## config.mk

```make
export PLATFORM = sky130hd
export DESIGN_NAME = rdmc_map
export DESIGN_NICKNAME = d
export VERILOG_FILES = /design/src/sv/rdmc_map.sv
export SDC_FILE = /design/constraint.sdc
export NUM_CORES = 1
export LEC_CHECK = 0
export BUFFER_PORTS_ARGS = -buffer_cell sky130_fd_sc_hd__buf_2
export CAP_MARGIN = 5
export CORE_MARGIN = 2
export CORE_UTILIZATION = 40
export CTS_BUF_LIST = sky130_fd_sc_hd__clkbuf_8
export CTS_CLUSTER_DIAMETER = 100
export DETAILED_ROUTE_END_ITERATION = 8
export GPL_TIMING_DRIVEN = 0
export PLACE_DENSITY_LB_ADDON = 0.15
export SYNTH_ARGS = -nofsm -noshare
export SYNTH_HDL_FRONTEND = slang
export SYNTH_SLANG_ARGS = --single-unit
```

## constraint.sdc

```tcl
create_clock -name clk -period 3.6 [get_ports clk]
set_clock_uncertainty 0.2 [all_clocks]
set_input_delay 0.9 -clock clk [delete_from_list [all_inputs] [get_ports clk]]
set_output_delay 0.9 -clock clk [all_outputs]
set_load 0.03 [all_outputs]
```

## src/sv/rdmc_map.sv

```systemverilog
// Discovered map: one bit per cell, one write port and one registered read port.
module rdmc_map #(
  parameter int DEPTH = 1024,
  parameter int AW    = 10
) (
  input  logic          clk,
  input  logic          we,
  input  logic [AW-1:0] waddr,
  input  logic          wdata,
  input  logic [AW-1:0] raddr,
  output logic          rdata
);

  logic mem [DEPTH];

  // Write port.
  always_ff @(posedge clk) begin
    if (we) begin
      mem[waddr] <= wdata;
    end
  end

  // Read port: the data is registered and appears in the cycle after the address.
  always_ff @(posedge clk) begin
    rdata <= mem[raddr];
  end

endmodule

```

==> flow_metrics.py <==
metrics = {
    "final_layout": {
        "area_growth_pct": 12.2,
        "fillCellCount": 9989,
        "drive_gt1_frac": 0.160,
        "fin_nets": 3340,
        "final_area_mm2": 0.0501,
        "stdcell_count": 4934,
    },
    "placement": {
        "numPortBuffers": 20,
        "dp_hpwl_um": 107000,
        "gp_congestion": 0.961,
        "placed_cell_area_mm2": 0.0469,
        "dpl.cell_count": 4632,
    },
    "yosys": {
        "netlist_area_mm2": 0.0447,
        "ys_types": 56,
        "ys_seq_area_frac": 0.689,
        "synth_edf_count": 1024,
        "synthMuxAreaShare": 0.137,
        "synth.avg_cell_area_um2": 14.3,
        "synth.ff_latch_count": 1025,
        "synth_top_family_by_area": "multiplexers",
        "synth_adder_area_share": 0,
        "ys_warn_count": 0,
        "synth_nets": 3135,
        "syn_inst": 3112,
        "synthXorXnorAreaFrac": 0,
        "synth_simple_gate_area_frac": 0.112,
        "synthFlopType": "edfxtp_1",
        "ys_async_sr_fraction": 0,
        "synth_compound_area_frac": 0.0283,
    },
    "floorplanning": {
        "fp.coreArea_mm2": 0.111,
        "start_util": 0.404,
        "die_h_um": 338,
        "row_count": 122,
        "die_area_mm2": 0.114,
        "io_pins": 24,
        "die_w_um": 338,
    },
    "power": {
        "p_leak_uw": 0.0151,
        "swShare": 0.251,
        "power_density_mw_per_mm2": 482,
        "clock_power_share": 0.384,
        "ir_drop_v": 0.000374,
        "sequentialPowerShare": 0.545,
        "p_switching_uw": 6060,
        "internal_power_uw": 18100,
        "power_frac_comb": 0.071,
    },
    "sta": {
        "maxSlewHeadroom": 0.0650,
        "tightest_slew_ns": 1.40,
        "hold_violations": 0,
        "drv_slew": 0,
        "finalCritPeriodShare": 1.11,
        "max_freq_ghz": 0.250,
        "finalSetupViolations": 1,
        "fin_ws_ns": -0.397,
        "rsz0062_at_grt": "yes",
        "final_period_minus_worst_setup_slack_ns": 4.00,
    },
    "hold_path": {
        "min_from": "wdata",
        "worstHoldEndpoint": "mem[782]",
        "worstHoldPathCells": 1,
        "hp-class": "in -> reg",
    },
    "status": {
        "violations": "negative setup slack",
        "status": "finished, violations left",
    },
    "critical_path": {
        "r2r-end": "rdata",
        "r2r-start": "mem[804]",
        "regToRegSetupSlack_ns": 0.43,
        "worstSetupEndpointType": "register",
        "criticalPathCategory": "in -> reg",
        "reg2reg_depth": 8,
        "crit_path_start_kind": "input port",
        "required_ns": 4.09,
        "arrival_ns": 4.49,
        "cp_max_fo": 10,
    },
    "routing": {
        "drt_pass1_iterations": 5,
        "drt_iter0_markers": 4841,
        "wl_um": 169000,
        "vias": 29976,
        "drc_errors": 0,
        "post_drt_via_cell_ratio": 6.08,
        "drtAntennaViolNets": 0,
        "wl_per_cell_um": 34.2,
    },
    "clock_tree": {
        "clk_pin_slew_ns": 0.06,
        "clock-sinks": 1025,
        "clk_latency_ns": 0.87,
        "cts_tree": "done",
        "cts_made_buffers": 171,
        "cts_htree_levels": 4,
        "holdBufCountCts": 0,
        "postCtsSetupBuffers": 0,
        "clockBufferDepth": 3,
        "cts_root_buf": "clkbuf_8",
    },
    "global_route": {
        "grt_antenna_before_repair": 9,
        "track_usage": 0.291,
        "grt_max_degree": 203,
        "grt_pass1_vias": 29249,
        "grt_overflow_total": 0,
        "grt_pass1_wl_um": 228000,
    },
    "run": {
        "drv_cap": 0,
    },
}
## timing repair
item	in CTS	in global routing
resized for setup	62	45
pin swaps	0	1
setup endpoints to repair	31	31
## synth_stat cells, drive strengths merged, types with 3 or more instances
cell type | count | area, um^2
nor2 | 1036 | 3890
edfxtp | 1024 | 30700
mux4 | 214 | 4870
clkbuf | 189 | 721
mux2i | 123 | 1230
buf | 114 | 729
nand2 | 86 | 323
o221ai | 49 | 429
a21oi | 37 | 185
nand3 | 37 | 185
nor3 | 37 | 185
o22ai | 28 | 175
a22oi | 17 | 128
o21ai | 13 | 65.1
nor2b | 11 | 68.8
nand4 | 10 | 62.6
nand2b | 8 | 50.1
nor3b | 8 | 60.1
a2111oi | 6 | 52.6
and2 | 6 | 37.5
nor4 | 5 | 31.3
a211oi | 4 | 30.0
a22o | 4 | 35.0
a31oi | 4 | 25.0
and3 | 4 | 25.0
inv | 4 | 15.0
a311oi | 3 | 26.3
and3b | 3 | 26.3
mux2 | 3 | 33.8
## layout by cell type (no fill, tap or decap), types with 5 or more instances in the layout
cell type,count
nand4_1,10
buf_16,5
nor3_1,32
buf_4,14
buf_8,22
clkbuf_8,173
nor2_1,1033
clkinvlp_4,5
a22oi_1,17
a21oi_1,37
clkinv_1,39
nand2b_1,8
mux4_2,200
inv_1,64
nand2_1,86
o21ai_0,9
clkinv_2,14
o221ai_1,48
edfxtp_1,1024
nor2b_1,9
buf_2,27
nor3b_1,6
clkbuf_1,158
clkbuf_2,21
buf_6,23
inv_6,6
a2111oi_0,5
clkbuf_4,6
and2_1,6
mux2i_1,123
nand3_1,37
nor3_2,5
buf_1,54
mux4_1,14
o22ai_1,28
## power groups by stage
stage	clock network, uW	registers [uW]	logic [uW]
global route	9830	13100	1740
global placement	0	13500	1580
finish	9270	13100	1720
floorplan	0	13400	760
CTS	9310	13100	1650
detailed placement	0	13400	1630
## worst max path at each step
| stage | start | to | slack [ns] | cells past startpoint |
|---|---|---|---|---|
| 2_1_floorplan | raddr[0] | rdata | 0.23 | 10 |
| 3_3_place_gp | wdata | mem[118] | -9.56 | 1 |
| 3_5_place_dp | raddr[2] | rdata | -2.79 | 11 |
| 4_1_cts | raddr[0] | rdata | -0.15 | 14 |
| 5_1_grt | raddr[0] | rdata | -0.18 | 14 |
| 6_report | raddr[3] | rdata | -0.40 | 11 |
## routing by layer
layer  GRT usage  routed length, um  up-vias
met3      0.0886              20500      482
met1       0.369              61400    15543
li1            -                  -    11933
met5           0                 13        -
met4       0.148              10000        2
met2       0.454              76800     2016
## state kept, by name, summed over array words and instances, names as in the netlist
| register | cells |
|---|---|
| mem | 1024 |
| rdata | 1 |
## final cells by class
cell class / instances / area, um^2 / share of cell area
buffer: 301 / 1630 / 0.0324
multi-input combinational: 1778 / 12500 / 0.250
clock inverter: 126 / 559 / 0.0112
sequential: 1025 / 30800 / 0.614
tap: 1488 / 1860 / 0.0372
inverter: 6 / 27.5 / 0.000549
antenna: 4 / 10.0 / 0.000200
timing repair buffer: 34 / 373 / 0.00744
clock buffer: 172 / 2370 / 0.0473
## metrics by stage
| stage | setup TNS (ns) | setup slack, ns | hold slack, ns | total power, uW | utilization |
|---|---|---|---|---|---|
| 3_5_place_dp | -319.48 | -2.79 | 1.14 | 15000 | 0.424 |
| 6_report | -0.397 | -0.397 | 0.367 | 24100 | 0.453 |
| 5_1_grt | -0.177 | -0.177 | 0.376 | 24700 | 0.453 |
| 2_1_floorplan | 0 | 0.226 | 0.696 | 14200 | - |
| 4_1_cts | -0.150 | -0.150 | 0.337 | 24100 | 0.452 |
| 3_3_place_gp | -9989.66 | -9.56 | 1.14 | 15100 | 0.421 |
## cells by family after synthesis
family | count (synthesis)
buffers and inverters | 309
DFF | 1025
and+or+nand+nor | 1260
AOI/OAI and AO/OA | 178
muxes | 340
## worst max-delay path, cell delays in order
cell	delay [ns]
buf_2	0.13
clkbuf_2	0.51
and2_1	0.23
buf_1	0.87
a22oi_1	0.27
a21oi_1	0.43
nor4_1	0.08
nand2_1	0.22
and4_1	0.33
nor4_2	0.08
o2111ai_2	0.40
Note: power is estimated with default switching activity, not from simulation.
